$ cat src/rtl/lsc_pkg.sv
// Shared types, constants and helpers for the line segment clipper.
package lsc_pkg;

	// coordinate, difference and product widths
	localparam int CW = 16;
	localparam int DW = CW + 1;
	localparam int PW = 2 * DW;
	localparam int MAX_PASSES = 8;
	localparam int MW = $clog2(MAX_PASSES + 1);

	// region code bits
	localparam logic [3:0] CODE_ABOVE = 4'd8;
	localparam logic [3:0] CODE_BELOW = 4'd4;
	localparam logic [3:0] CODE_RIGHT = 4'd2;
	localparam logic [3:0] CODE_LEFT  = 4'd1;

	// configuration register indexes
	localparam logic [1:0] REG_LEFT   = 2'd0;
	localparam logic [1:0] REG_TOP    = 2'd1;
	localparam logic [1:0] REG_RIGHT  = 2'd2;
	localparam logic [1:0] REG_BOTTOM = 2'd3;

	typedef logic signed [CW-1:0] coord_t;
	typedef logic signed [DW-1:0] diff_t;

	// one beat between neighbouring divider cells
	typedef struct packed {
		logic [DW-1:0] rem;
		logic [DW-1:0] dvd;
		logic [DW-1:0] quo;
	} div_bus_t;

	typedef enum logic [2:0] {
		ST_IDLE,
		ST_CODE,
		ST_MUL,
		ST_DIV,
		ST_DONE
	} state_t;

	function automatic logic [3:0] region(input coord_t x, input coord_t y,
		input coord_t wl, input coord_t wt, input coord_t wr, input coord_t wb);
		logic [3:0] c;
		c = '0;
		if (y < wt) c = c | CODE_ABOVE;
		if (y > wb) c = c | CODE_BELOW;
		if (x > wr) c = c | CODE_RIGHT;
		if (x < wl) c = c | CODE_LEFT;
		return c;
	endfunction

	function automatic logic [DW-1:0] mag(input diff_t v);
		return v[DW-1] ? DW'(-v) : DW'(v);
	endfunction

	function automatic diff_t sx(input coord_t c);
		return {c[CW-1], c};
	endfunction

endpackage

$ cat src/rtl/lsc_div_cell.sv
// One restoring division cell: yields one quotient bit per beat.
module lsc_div_cell (
	input  logic                       clk,
	input  logic                       arst_n,
	input  logic                       in_valid,
	input  lsc_pkg::div_bus_t          in_bus,
	input  logic [lsc_pkg::DW-1:0]     den,
	output logic                       out_valid,
	output lsc_pkg::div_bus_t          out_bus
);
	logic [lsc_pkg::DW:0]   trial;
	logic [lsc_pkg::DW:0]   diff;
	logic                   ge;
	lsc_pkg::div_bus_t      nxt;

	// shift in the next dividend bit and try a subtract
	always_comb begin
		trial   = {in_bus.rem, in_bus.dvd[lsc_pkg::DW-1]};
		diff    = trial - {1'b0, den};
		ge      = trial >= {1'b0, den};
		nxt.rem = ge ? diff[lsc_pkg::DW-1:0] : trial[lsc_pkg::DW-1:0];
		nxt.dvd = {in_bus.dvd[lsc_pkg::DW-2:0], 1'b0};
		nxt.quo = {in_bus.quo[lsc_pkg::DW-2:0], ge};
	end

	always_ff @(posedge clk or negedge arst_n) begin
		if (!arst_n) begin
			out_valid <= 1'b0;
		end else begin
			out_valid <= in_valid;
		end
	end

	always_ff @(posedge clk) begin
		out_bus <= nxt;
	end
endmodule

$ cat src/rtl/lsc_divider.sv
// Row of division cells: product over divisor, one quotient bit per cell.
module lsc_divider (
	input  logic                       clk,
	input  logic                       arst_n,
	input  logic                       start,
	input  logic [lsc_pkg::PW-1:0]     prod,
	input  logic [lsc_pkg::DW-1:0]     den,
	output logic                       done,
	output logic [lsc_pkg::DW-1:0]     quo,
	output logic                       rem_nz
);
	lsc_pkg::div_bus_t          bus [lsc_pkg::DW+1];
	logic [lsc_pkg::DW:0]       vld;

	// high half of the product is already below the divisor
	assign bus[0].rem = prod[lsc_pkg::PW-1:lsc_pkg::DW];
	assign bus[0].dvd = prod[lsc_pkg::DW-1:0];
	assign bus[0].quo = '0;
	assign vld[0]     = start;

	for (genvar i = 0; i < lsc_pkg::DW; i++) begin : g_cell
		lsc_div_cell u_cell (
			.clk       (clk),
			.arst_n    (arst_n),
			.in_valid  (vld[i]),
			.in_bus    (bus[i]),
			.den       (den),
			.out_valid (vld[i+1]),
			.out_bus   (bus[i+1])
		);
	end

	assign done   = vld[lsc_pkg::DW];
	assign quo    = bus[lsc_pkg::DW].quo;
	assign rem_nz = bus[lsc_pkg::DW].rem != '0;
endmodule

$ cat src/rtl/line_segment_clipper.sv
// Top level: Cohen-Sutherland segment clipper with a cell-chain divider.
//
//  channel  dir  handshake         payload
//  s_*      in   tvalid/tready     tdata: start_x, start_y, end_x, end_y
//  m_*      out  tvalid/tready     tdata: clipped coords; tuser: visible, limit
//  cfg_*    in   cfg_we            cfg_index selects window register
//
// A segment makes at most MAX_PASSES endpoint moves, each through the code,
// multiply and divide states; each runs the product through the 17-cell
// divider row. One segment is in work at a time. A finished beat sits in the
// output register, so the next segment is taken while it waits. Reset loads
// the default 640x480 window and empties the block.
module line_segment_clipper (
	input  logic        clk,
	input  logic        arst_n,
	input  logic        s_tvalid,
	output logic        s_tready,
	input  logic [63:0] s_tdata,   // start_x, start_y, end_x, end_y
	output logic        m_tvalid,
	input  logic        m_tready,
	output logic [63:0] m_tdata,   // clipped_start_x, _y, clipped_end_x, _y
	output logic [1:0]  m_tuser,   // visible, pass_limit_hit
	input  logic        cfg_we,
	input  logic [1:0]  cfg_index,
	input  logic [15:0] cfg_data
);
	localparam int CW = lsc_pkg::CW;
	localparam int DW = lsc_pkg::DW;

	lsc_pkg::state_t state_q, state_n;
	lsc_pkg::coord_t wl_q, wt_q, wr_q, wb_q;
	lsc_pkg::coord_t x1_q, y1_q, x2_q, y2_q;
	lsc_pkg::coord_t base_q, nc_q;
	logic [DW-1:0]   dmag_q, nmag_q, den_q;
	logic            neg_q, side_q, axis_x_q;
	logic [lsc_pkg::PW-1:0] prod_q;
	logic [lsc_pkg::MW-1:0] moves_q;
	logic            vis_q, lim_q, start_q;
	logic            out_vld_q, out_vis_q, out_lim_q;
	logic [63:0]     out_data_q;

	logic [3:0]      c1, c2, oc;
	logic            setup, finish, decide, dec_vis, dec_lim, load_out;
	lsc_pkg::diff_t  sd, snum, sden;
	lsc_pkg::coord_t sbase, snc;
	logic            saxis_x;
	logic            div_done, rem_nz;
	logic [DW-1:0]   quo;
	logic [DW:0]     base_w, sum_w, adj_w;
	logic            negv;
	lsc_pkg::coord_t newc;

	// window registers
	always_ff @(posedge clk or negedge arst_n) begin
		if (!arst_n) begin
			wl_q <= 16'sd0;
			wt_q <= 16'sd0;
			wr_q <= 16'sd639;
			wb_q <= 16'sd479;
		end else if (cfg_we) begin
			case (cfg_index)
				lsc_pkg::REG_LEFT:   wl_q <= cfg_data;
				lsc_pkg::REG_TOP:    wt_q <= cfg_data;
				lsc_pkg::REG_RIGHT:  wr_q <= cfg_data;
				lsc_pkg::REG_BOTTOM: wb_q <= cfg_data;
				default: ;
			endcase
		end
	end

	// region codes and the next edge to clip against
	always_comb begin
		c1 = lsc_pkg::region(x1_q, y1_q, wl_q, wt_q, wr_q, wb_q);
		c2 = lsc_pkg::region(x2_q, y2_q, wl_q, wt_q, wr_q, wb_q);
		oc = (c1 != '0) ? c1 : c2;
		if ((oc & lsc_pkg::CODE_ABOVE) != '0) begin
			snc = wt_q; sbase = x1_q; saxis_x = 1'b1;
			sd = lsc_pkg::sx(x2_q) - lsc_pkg::sx(x1_q);
			snum = lsc_pkg::sx(wt_q) - lsc_pkg::sx(y1_q);
			sden = lsc_pkg::sx(y2_q) - lsc_pkg::sx(y1_q);
		end else if ((oc & lsc_pkg::CODE_BELOW) != '0) begin
			snc = wb_q; sbase = x1_q; saxis_x = 1'b1;
			sd = lsc_pkg::sx(x2_q) - lsc_pkg::sx(x1_q);
			snum = lsc_pkg::sx(wb_q) - lsc_pkg::sx(y1_q);
			sden = lsc_pkg::sx(y2_q) - lsc_pkg::sx(y1_q);
		end else if ((oc & lsc_pkg::CODE_RIGHT) != '0) begin
			snc = wr_q; sbase = y1_q; saxis_x = 1'b0;
			sd = lsc_pkg::sx(y2_q) - lsc_pkg::sx(y1_q);
			snum = lsc_pkg::sx(wr_q) - lsc_pkg::sx(x1_q);
			sden = lsc_pkg::sx(x2_q) - lsc_pkg::sx(x1_q);
		end else begin
			snc = wl_q; sbase = y1_q; saxis_x = 1'b0;
			sd = lsc_pkg::sx(y2_q) - lsc_pkg::sx(y1_q);
			snum = lsc_pkg::sx(wl_q) - lsc_pkg::sx(x1_q);
			sden = lsc_pkg::sx(x2_q) - lsc_pkg::sx(x1_q);
		end
	end

	// truncate toward zero after the exact quotient
	always_comb begin
		negv   = neg_q & (prod_q != '0);
		base_w = {base_q[CW-1], base_q[CW-1], base_q};
		sum_w  = negv ? base_w - {1'b0, quo} : base_w + {1'b0, quo};
		adj_w  = sum_w;
		if (rem_nz) begin
			if (!negv && sum_w[DW]) adj_w = sum_w + 1'b1;
			if (negv && !sum_w[DW] && sum_w != '0) adj_w = sum_w - 1'b1;
		end
		newc = (den_q == '0) ? base_q : adj_w[CW-1:0];
	end

	// sequencer
	always_comb begin
		state_n  = state_q;
		s_tready = 1'b0;
		setup    = 1'b0;
		finish   = 1'b0;
		decide   = 1'b0;
		dec_vis  = 1'b0;
		dec_lim  = 1'b0;
		load_out = 1'b0;
		case (state_q)
			lsc_pkg::ST_IDLE: begin
				s_tready = 1'b1;
				if (s_tvalid) state_n = lsc_pkg::ST_CODE;
			end
			lsc_pkg::ST_CODE: begin
				if ((c1 | c2) == '0) begin
					decide = 1'b1; dec_vis = 1'b1;
				end else if ((c1 & c2) != '0) begin
					decide = 1'b1;
				end else if (moves_q == lsc_pkg::MW'(lsc_pkg::MAX_PASSES)) begin
					decide = 1'b1; dec_lim = 1'b1;
				end else begin
					setup = 1'b1;
				end
				state_n = decide ? lsc_pkg::ST_DONE : lsc_pkg::ST_MUL;
			end
			lsc_pkg::ST_MUL: state_n = lsc_pkg::ST_DIV;
			lsc_pkg::ST_DIV: begin
				if (div_done) begin
					finish  = 1'b1;
					state_n = lsc_pkg::ST_CODE;
				end
			end
			lsc_pkg::ST_DONE: begin
				if (!out_vld_q || m_tready) begin
					load_out = 1'b1;
					state_n  = lsc_pkg::ST_IDLE;
				end
			end
			default: state_n = lsc_pkg::ST_IDLE;
		endcase
	end

	always_ff @(posedge clk or negedge arst_n) begin
		if (!arst_n) begin
			state_q   <= lsc_pkg::ST_IDLE;
			moves_q   <= '0;
			start_q   <= 1'b0;
			out_vld_q <= 1'b0;
		end else begin
			state_q <= state_n;
			start_q <= state_q == lsc_pkg::ST_MUL;
			if (s_tvalid && s_tready) moves_q <= '0;
			else if (finish) moves_q <= moves_q + 1'b1;
			if (load_out) out_vld_q <= 1'b1;
			else if (m_tready) out_vld_q <= 1'b0;
		end
	end

	// endpoint and pass operand registers
	always_ff @(posedge clk) begin
		if (s_tvalid && s_tready) begin
			x1_q <= s_tdata[15:0];
			y1_q <= s_tdata[31:16];
			x2_q <= s_tdata[47:32];
			y2_q <= s_tdata[63:48];
		end else if (finish) begin
			if (side_q) begin
				x2_q <= axis_x_q ? newc : nc_q;
				y2_q <= axis_x_q ? nc_q : newc;
			end else begin
				x1_q <= axis_x_q ? newc : nc_q;
				y1_q <= axis_x_q ? nc_q : newc;
			end
		end
		if (setup) begin
			base_q   <= sbase;
			nc_q     <= snc;
			axis_x_q <= saxis_x;
			side_q   <= c1 == '0;
			dmag_q   <= lsc_pkg::mag(sd);
			nmag_q   <= lsc_pkg::mag(snum);
			den_q    <= lsc_pkg::mag(sden);
			neg_q    <= sd[DW-1] ^ snum[DW-1] ^ sden[DW-1];
		end
		if (state_q == lsc_pkg::ST_MUL) prod_q <= dmag_q * nmag_q;
		if (decide) begin
			vis_q <= dec_vis;
			lim_q <= dec_lim;
		end
		if (load_out) begin
			out_vis_q  <= vis_q;
			out_lim_q  <= lim_q;
			out_data_q <= vis_q ? {y2_q, x2_q, y1_q, x1_q} : '0;
		end
	end

	lsc_divider u_div (
		.clk    (clk),
		.arst_n (arst_n),
		.start  (start_q),
		.prod   (prod_q),
		.den    (den_q),
		.done   (div_done),
		.quo    (quo),
		.rem_nz (rem_nz)
	);

	assign m_tvalid = out_vld_q;
	assign m_tdata  = out_data_q;
	assign m_tuser  = {out_lim_q, out_vis_q};

	// move count never passes the bound
	a_moves: assert property (@(posedge clk) disable iff (!arst_n)
		moves_q <= lsc_pkg::MW'(lsc_pkg::MAX_PASSES))
		else $error("move count beyond bound");
	// divider answers only while a pass waits for it
	a_div: assert property (@(posedge clk) disable iff (!arst_n)
		div_done |-> state_q == lsc_pkg::ST_DIV)
		else $error("stray divider result");
	// visible and pass limit exclude each other
	a_flags: assert property (@(posedge clk) disable iff (!arst_n)
		m_tvalid |-> !(m_tuser[0] && m_tuser[1]))
		else $error("visible with pass limit");
	// a rejected segment carries zero coordinates
	a_zero: assert property (@(posedge clk) disable iff (!arst_n)
		(m_tvalid && !m_tuser[0]) |-> m_tdata == '0)
		else $error("rejected beat not zero");
	// a pass starts the divider in the cycle after the multiply state
	a_start: assert property (@(posedge clk) disable iff (!arst_n)
		state_q == lsc_pkg::ST_MUL |=> start_q)
		else $error("divider not started");
endmodule

$ cat config.mk
export PLATFORM = sky130hd
export DESIGN_NAME = line_segment_clipper
export DESIGN_NICKNAME = d
export VERILOG_FILES = /design/src/rtl/lsc_pkg.sv /design/src/rtl/lsc_div_cell.sv /design/src/rtl/lsc_divider.sv /design/src/rtl/line_segment_clipper.sv
export SDC_FILE = /design/constraint.sdc
export NUM_CORES = 2
export LEC_CHECK = 0
export BUFFER_PORTS_ARGS = -buffer_cell sky130_fd_sc_hd__buf_2
export CAP_MARGIN = 40
export CORE_MARGIN = 2
export CORE_UTILIZATION = 55
export DETAILED_ROUTE_END_ITERATION = 7
export HOLD_SLACK_MARGIN = 0.12
export PLACE_DENSITY = 0.71
export SETUP_SLACK_MARGIN = 0.3
export SLEW_MARGIN = 10
export SYNTH_ARGS = -nofsm -noshare
export SYNTH_HDL_FRONTEND = slang
export SYNTH_HIERARCHICAL = 1
export SYNTH_SLANG_ARGS = --single-unit
$ cat constraint.sdc
create_clock -name clk -period 12.61 [get_ports clk]
set_input_delay 3.1525 -clock clk [delete_from_list [all_inputs] [get_ports clk]]
set_output_delay 3.1525 -clock clk [all_outputs]
set_load 0.01 [all_outputs]
# Yosys cells after proc, flatten, opt, wreduce, memory -nomap -nowiden
# Cells that the tools add are included.
[op_classes]
addsub = 31
n_mul = 1
magnitude_cmp = 25
eq_ne = 12
muxes = 85
n_bitwise = 6
reduce_logical = 29
[ops]
columns = ["operator", "n"]
rows = [
  ["2-to-1 mux 16 bit", 26],
  ["2-to-1 mux 17 bit", 24],
  [">= comparator 18 x 17 -> 1 bit", 17],
  ["subtractor 17 bit", 17],
  ["subtractor 16 x 16 -> 17 bit", 6],
  ["greater-than comparator 16 bit", 4],
  ["< comparator 16 bit", 4],
  ["negator 17 bit", 3],
  ["multiplier 17 x 17 -> 34 bit", 1],
  ["nonzero test 34 bit", 1],
  ["2-to-1 mux 1 bit", 20],
  ["2-to-1 mux 4 bit", 5],
  ["adder 18 x 17 -> 18 bit", 1],
  ["2-to-1 mux 18 bit", 1],
  ["2-to-1 mux 3 bit", 6],
  ["nonzero test 18 bit", 1],
  ["subtractor 18 x 17 -> 18 bit", 1],
  ["zero test 17 bit", 1],
  ["nonzero test 17 bit", 1],
  ["adder 16 x 1 -> 16 bit (second input constant)", 1],
  ["subtractor 16 x 1 -> 16 bit (second input constant)", 1],
  ["one-hot mux 3 bit (5 select lines)", 1],
  ["AND reduction 2 bit", 6],
  ["zero test 4 bit", 2],
  ["other kinds (24)", 38],
]
[word_totals]
reg_bits = 920
in_bits = 87
output_inout_bits = 68
wordCells = 285

# Depth between registers and ports, before layout
[logic_depth]
ltp_word = 13
mapped_depth = 26
mapped_depth_nobuf = 25

# Cells and area by module
# The synthesis kept the hierarchy.
[modules_own_cells]
columns = ["mod", "instances", "cells_per_inst", "area_per_inst_um2", "seq_area_each_um2"]
rows = [
  ["line_segment_clipper", 1, 3447, 32481.2, 9414.0],
  ["lsc_div_cell at u_div.g_cell[12].u_cell ...", 14, 227, 2247.2, 1026.0],
  ["lsc_div_cell at u_div.g_cell[0].u_cell ...", 3, 205, 2219.6, 1026.0],
  ["lsc_divider", 1, 7, 40.0, 0.0],
]

# Least setup slack after synthesis
# No wires, ideal clock.
[synth_timing]
path_type = "register to register"
startpoint = "reg nmag_q[10]"
endpoint = "reg prod_q[31] in the netlist's numbering, data pin"
setup_ns = 0.264
arrival_time_ns = 6.333
t_required_ns = 12.346
path_slack_ns = 6.014
stages_incl_launch_ff = 24
n_path_buf = 2
period_less_slack_ns = 6.596
path_cell_list = "edfxtp_1 clkbuf_1 clkbuf_1 nand2_1 fa_1 inv_1 fa_1 inv_1 fa_1 inv_1 fa_1 fa_1 inv_1 fa_1 inv_1 ha_1 a21oi_1 nor3_1 a41oi_1 nand4_1 a2111oi_0 o31ai_1 a221oi_1 xnor2_1"
[synth_between]
elab_chain_cells = 1
[synth_rtl]
columns = ["element", "line", "rtl"]
rows = [
  ["start, declared", "line_segment_clipper.sv:34", "logic [DW-1:0] dmag_q, nmag_q, den_q;"],
  ["start signal, assigned", "line_segment_clipper.sv:194", "nmag_q <= lsc_pkg::mag(snum);"],
  ["multiplier 17 x 17 -> 34 bit", "line_segment_clipper.sv:198", "if (state_q == lsc_pkg::ST_MUL) prod_q <= dmag_q * nmag_q;"],
  ["end signal, assigned", "line_segment_clipper.sv:198", ""],
  ["end, declared", "line_segment_clipper.sv:36", "logic [lsc_pkg::PW-1:0] prod_q;"],
]
# No other way between the ends.
# A chain may end at the register's enable or synchronous reset.

# Final worst setup path
[layout_timing]
startpoint = "reg dmag_q[4]"
endpoint = "reg prod_q[31] in the netlist's numbering, data pin"
[layout_between]
elab_chain_cells = 1
[layout_rtl]
columns = ["element", "line", "rtl"]
rows = [
  ["start, declared", "line_segment_clipper.sv:34", ""],
  ["start signal, assigned", "line_segment_clipper.sv:193", "dmag_q <= lsc_pkg::mag(sd);"],
  ["multiplier 17 x 17 -> 34 bit", "line_segment_clipper.sv:198", ""],
]
# No other way between the ends.

==> impl_metrics.ini <==
[sta]
timing_max_transition_violations_final = 0
timing.final.hold_violations = 0
fmaxAchievable_mhz = 134
worst_setup_skew_after_layout_ns = 0.0785
worst_pin_slew_ns = 0.895
timing.setup.tns_ns = 0
worst_slew_margin_pct = 38.6
rsz0062_at_grt = no
timing.final.setup_violations = 0
fin_crit_ns = 7.48
timing.final.crit_share_pct = 59.3

[worst_setup_path]
critPathArrivalTime_ns = 7.95
crit_path_cell_trace = and2_1 -> fa_1 -> inv_1 -> fa_1 -> inv_1 -> fa_1 -> fa_1 -> inv_1 -> fa_1 -> fa_1 -> inv_1 -> ha_1 -> a21o_1 -> a21oi_1 -> nand2b_1 -> o211ai_1 -> nand4_1 -> a2111oi_0 -> o31ai_1 -> a221oi_1 -> xnor2_1
worst-path-max-fanout = 17
cp_top_family = adder cells
crit_path_category = reg2reg
worstPathRequired_ns = 13.08
critical_path.most_common_cell = sky130_fd_sc_hd__fa_1
timing.critical_path.buf_inv = 4
critical_path.startpoint_type = flip-flop
critical_path.max_stage_delay_ns = 0.78
critical_path.endpoint_type = flip-flop
cp_slowest_cell = sky130_fd_sc_hd__a2111oi_0

[route]
total_wirelength_of_the_detailed_routed_design_mm = 189
detailedRoute.firstPassIterationCount = 6
drc = 0
routed-via-count = 52300
drt_first_iter_violations = 5066
route.detailed.vias_per_inst = 6.02
final_antenna_net_count = 0
post_drt_wl_per_cell_um = 21.7

[clock_network]
clk_transition_reported_paths_ns = 0.06
cts-buffers-inserted = 103
postCtsSetupBuffers = 0
h-tree-depth = 3
insertion_delay_ns = 0.75
ctsHoldBuffers = 0
cts-root-to-sink-buffers = 3
root_buffer = sky130_fd_sc_hd__clkbuf_16
tritoncts = yes
postCtsResizedCells = 0
clock_sink_count = 920

[outcome]
outcome = completed

[global_routing]
grt_pass1_vias = 50700
global_route_wire_length_before_repair_mm = 291
antenna_found_initial = 7
globalRouteTotalUtil_pct = 30.8
overflow = 0
grt_max_degree = 67

[floorplan]
initial_core_util_pct = 55.3
design.die.area_um2 = 121000
core.rowCount = 126
core_area_um2 = 118000
die_h_um = 348
chipWidth_um = 348
i_o_pins = 155

[synthesis]
synth_cells = 6940
synth.yosys.warnings = 6
synth_nets = 7857
synthesized_area_per_cell_um2 = 9.37
syn_area_um2 = 65000

[job]
maxCapViolCount = 0

[final_layout]
nNetsFinal = 7973
synthToLayoutAreaGrowth_pct = 8.96
n_fill_cell = 9939
layout.cell_area.non_filler_um2 = 70800
drive_gt1_share_pct = 10.9

[placement]
place.port_buffers = 154
dp_hpwl_mm = 143
globalplace.congestion = 0.972
placedInstanceArea_um2 = 67200

[hold_path]
hold_class = reg2reg
==> worst reg2reg max path: stages (launching register included) <==
cell and delay, ns:
sky130_fd_sc_hd__edfxtp_1 0.71, sky130_fd_sc_hd__and2_1 0.34, sky130_fd_sc_hd__fa_1 0.54, sky130_fd_sc_hd__inv_1 0.07
sky130_fd_sc_hd__fa_1 0.53, sky130_fd_sc_hd__inv_1 0.05, sky130_fd_sc_hd__fa_1 0.43, sky130_fd_sc_hd__fa_1 0.54
sky130_fd_sc_hd__inv_1 0.05, sky130_fd_sc_hd__fa_1 0.46, sky130_fd_sc_hd__fa_1 0.56, sky130_fd_sc_hd__inv_1 0.05
sky130_fd_sc_hd__ha_1 0.35, sky130_fd_sc_hd__a21o_1 0.20, sky130_fd_sc_hd__a21oi_1 0.30, sky130_fd_sc_hd__nand2b_1 0.11
sky130_fd_sc_hd__o211ai_1 0.27, sky130_fd_sc_hd__nand4_1 0.22, sky130_fd_sc_hd__a2111oi_0 0.78, sky130_fd_sc_hd__o31ai_1 0.19
sky130_fd_sc_hd__a221oi_1 0.36, sky130_fd_sc_hd__xnor2_1 0.11
==> cells in the final DEF, fill, tap and decap left out, types with 26 or more instances in the layout <==
cell and n:
sky130_fd_sc_hd__a31oi_1 44, sky130_fd_sc_hd__dfxtp_1 578, sky130_fd_sc_hd__nor3_1 83, sky130_fd_sc_hd__xnor2_1 195, sky130_fd_sc_hd__ha_1 582, sky130_fd_sc_hd__mux2_4 45
sky130_fd_sc_hd__buf_2 153, sky130_fd_sc_hd__nor2_1 306, sky130_fd_sc_hd__buf_4 51, sky130_fd_sc_hd__nor4_1 28, sky130_fd_sc_hd__or2_2 28, sky130_fd_sc_hd__o21bai_1 38
sky130_fd_sc_hd__fa_1 248, sky130_fd_sc_hd__nor2b_1 42, sky130_fd_sc_hd__nand4_1 46, sky130_fd_sc_hd__and3_1 52, sky130_fd_sc_hd__a211oi_1 26, sky130_fd_sc_hd__o31ai_4 30
sky130_fd_sc_hd__a21oi_1 404, sky130_fd_sc_hd__nand3_1 148, sky130_fd_sc_hd__nand2b_1 49, sky130_fd_sc_hd__mux2i_1 52, sky130_fd_sc_hd__inv_1 826, sky130_fd_sc_hd__dfrtp_1 74
sky130_fd_sc_hd__clkbuf_16 107, sky130_fd_sc_hd__nand2_1 737, sky130_fd_sc_hd__o31ai_1 67, sky130_fd_sc_hd__o221ai_1 42, sky130_fd_sc_hd__o21ai_0 353, sky130_fd_sc_hd__o21a_1 60
sky130_fd_sc_hd__a21o_1 145, sky130_fd_sc_hd__and2_1 212, sky130_fd_sc_hd__o21ai_1 137, sky130_fd_sc_hd__edfxtp_1 252, sky130_fd_sc_hd__xor2_1 179, sky130_fd_sc_hd__mux2_2 50
==> state kept, by name, summed over array words and instances (netlist names), 17 cells and up <==
register	flops
m_tdata	64
nmag_q	17
prod_q	34
dmag_q	17
u_div/g_cell.u_cell/out_valid	17
den_q	17
u_div/g_cell.u_cell/out_bus	578
==> final timing paths <==
check / to / start / slack [ns] / depth (start not counted)
setup / recovery: prod_q[31]$_DFFE_PP_ / dmag_q[4]$_DFFE_PP_ / 5.13 / 21
hold / removal: u_div/g_cell[7].u_cell/out_bus[32]$_DFF_P_ / u_div/g_cell[6].u_cell/out_bus[31]$_DFF_P_ / 0.26 / 0
setup reg to reg: prod_q[31]$_DFFE_PP_ / dmag_q[4]$_DFFE_PP_ / 5.13 / 21
hold reg to reg: u_div/g_cell[7].u_cell/out_bus[32]$_DFF_P_ / u_div/g_cell[6].u_cell/out_bus[31]$_DFF_P_ / 0.26 / 0
max in group asynchronous: wb_q[8]$_DFFE_PN1P_ / arst_n / 9.30 / 3
min in group asynchronous: u_div/g_cell[3].u_cell/out_valid$_DFF_PN0_ / arst_n / 2.30 / 1
==> layout make-up <==
cell class	count	area, um^2	area share [%]
inverter	830	3150	4.45
antenna	5	12.5	0.0177
multi-input combinational	4987	39400	55.6
clock buffer	128	2870	4.05
sequential	920	21400	30.2
tap	1536	1920	2.71
timing repair buffer	214	1350	1.91
clock inverter	67	741	1.05
==> through the flow <==
stage	instances	hold WS, ns	setup WS (ns)	util [%]
after global placement	8476	0.310	5.28	57.0
after floorplan	6940	0.310	6.01	-
after global routing	8682	0.267	4.82	60.2
final	8687	0.258	5.13	60.2
after detailed placement	8486	0.312	5.27	57.1
after CTS	8681	0.248	5.20	60.2
==> per-layer routing <==
metal | track usage, % | wire (um) | up-vias
met3 | 6.01 | 15600 | 491
li1 | - | - | 24500
met5 | 0 | 22 | -
met2 | 49.4 | 85600 | 2057
met4 | 13.0 | 8570 | 4
met1 | 40.6 | 78700 | 25300
Power is left out: the tool's default activity adds up to more than one toggle a clock period on the data nets, which glitch-free logic cannot reach.
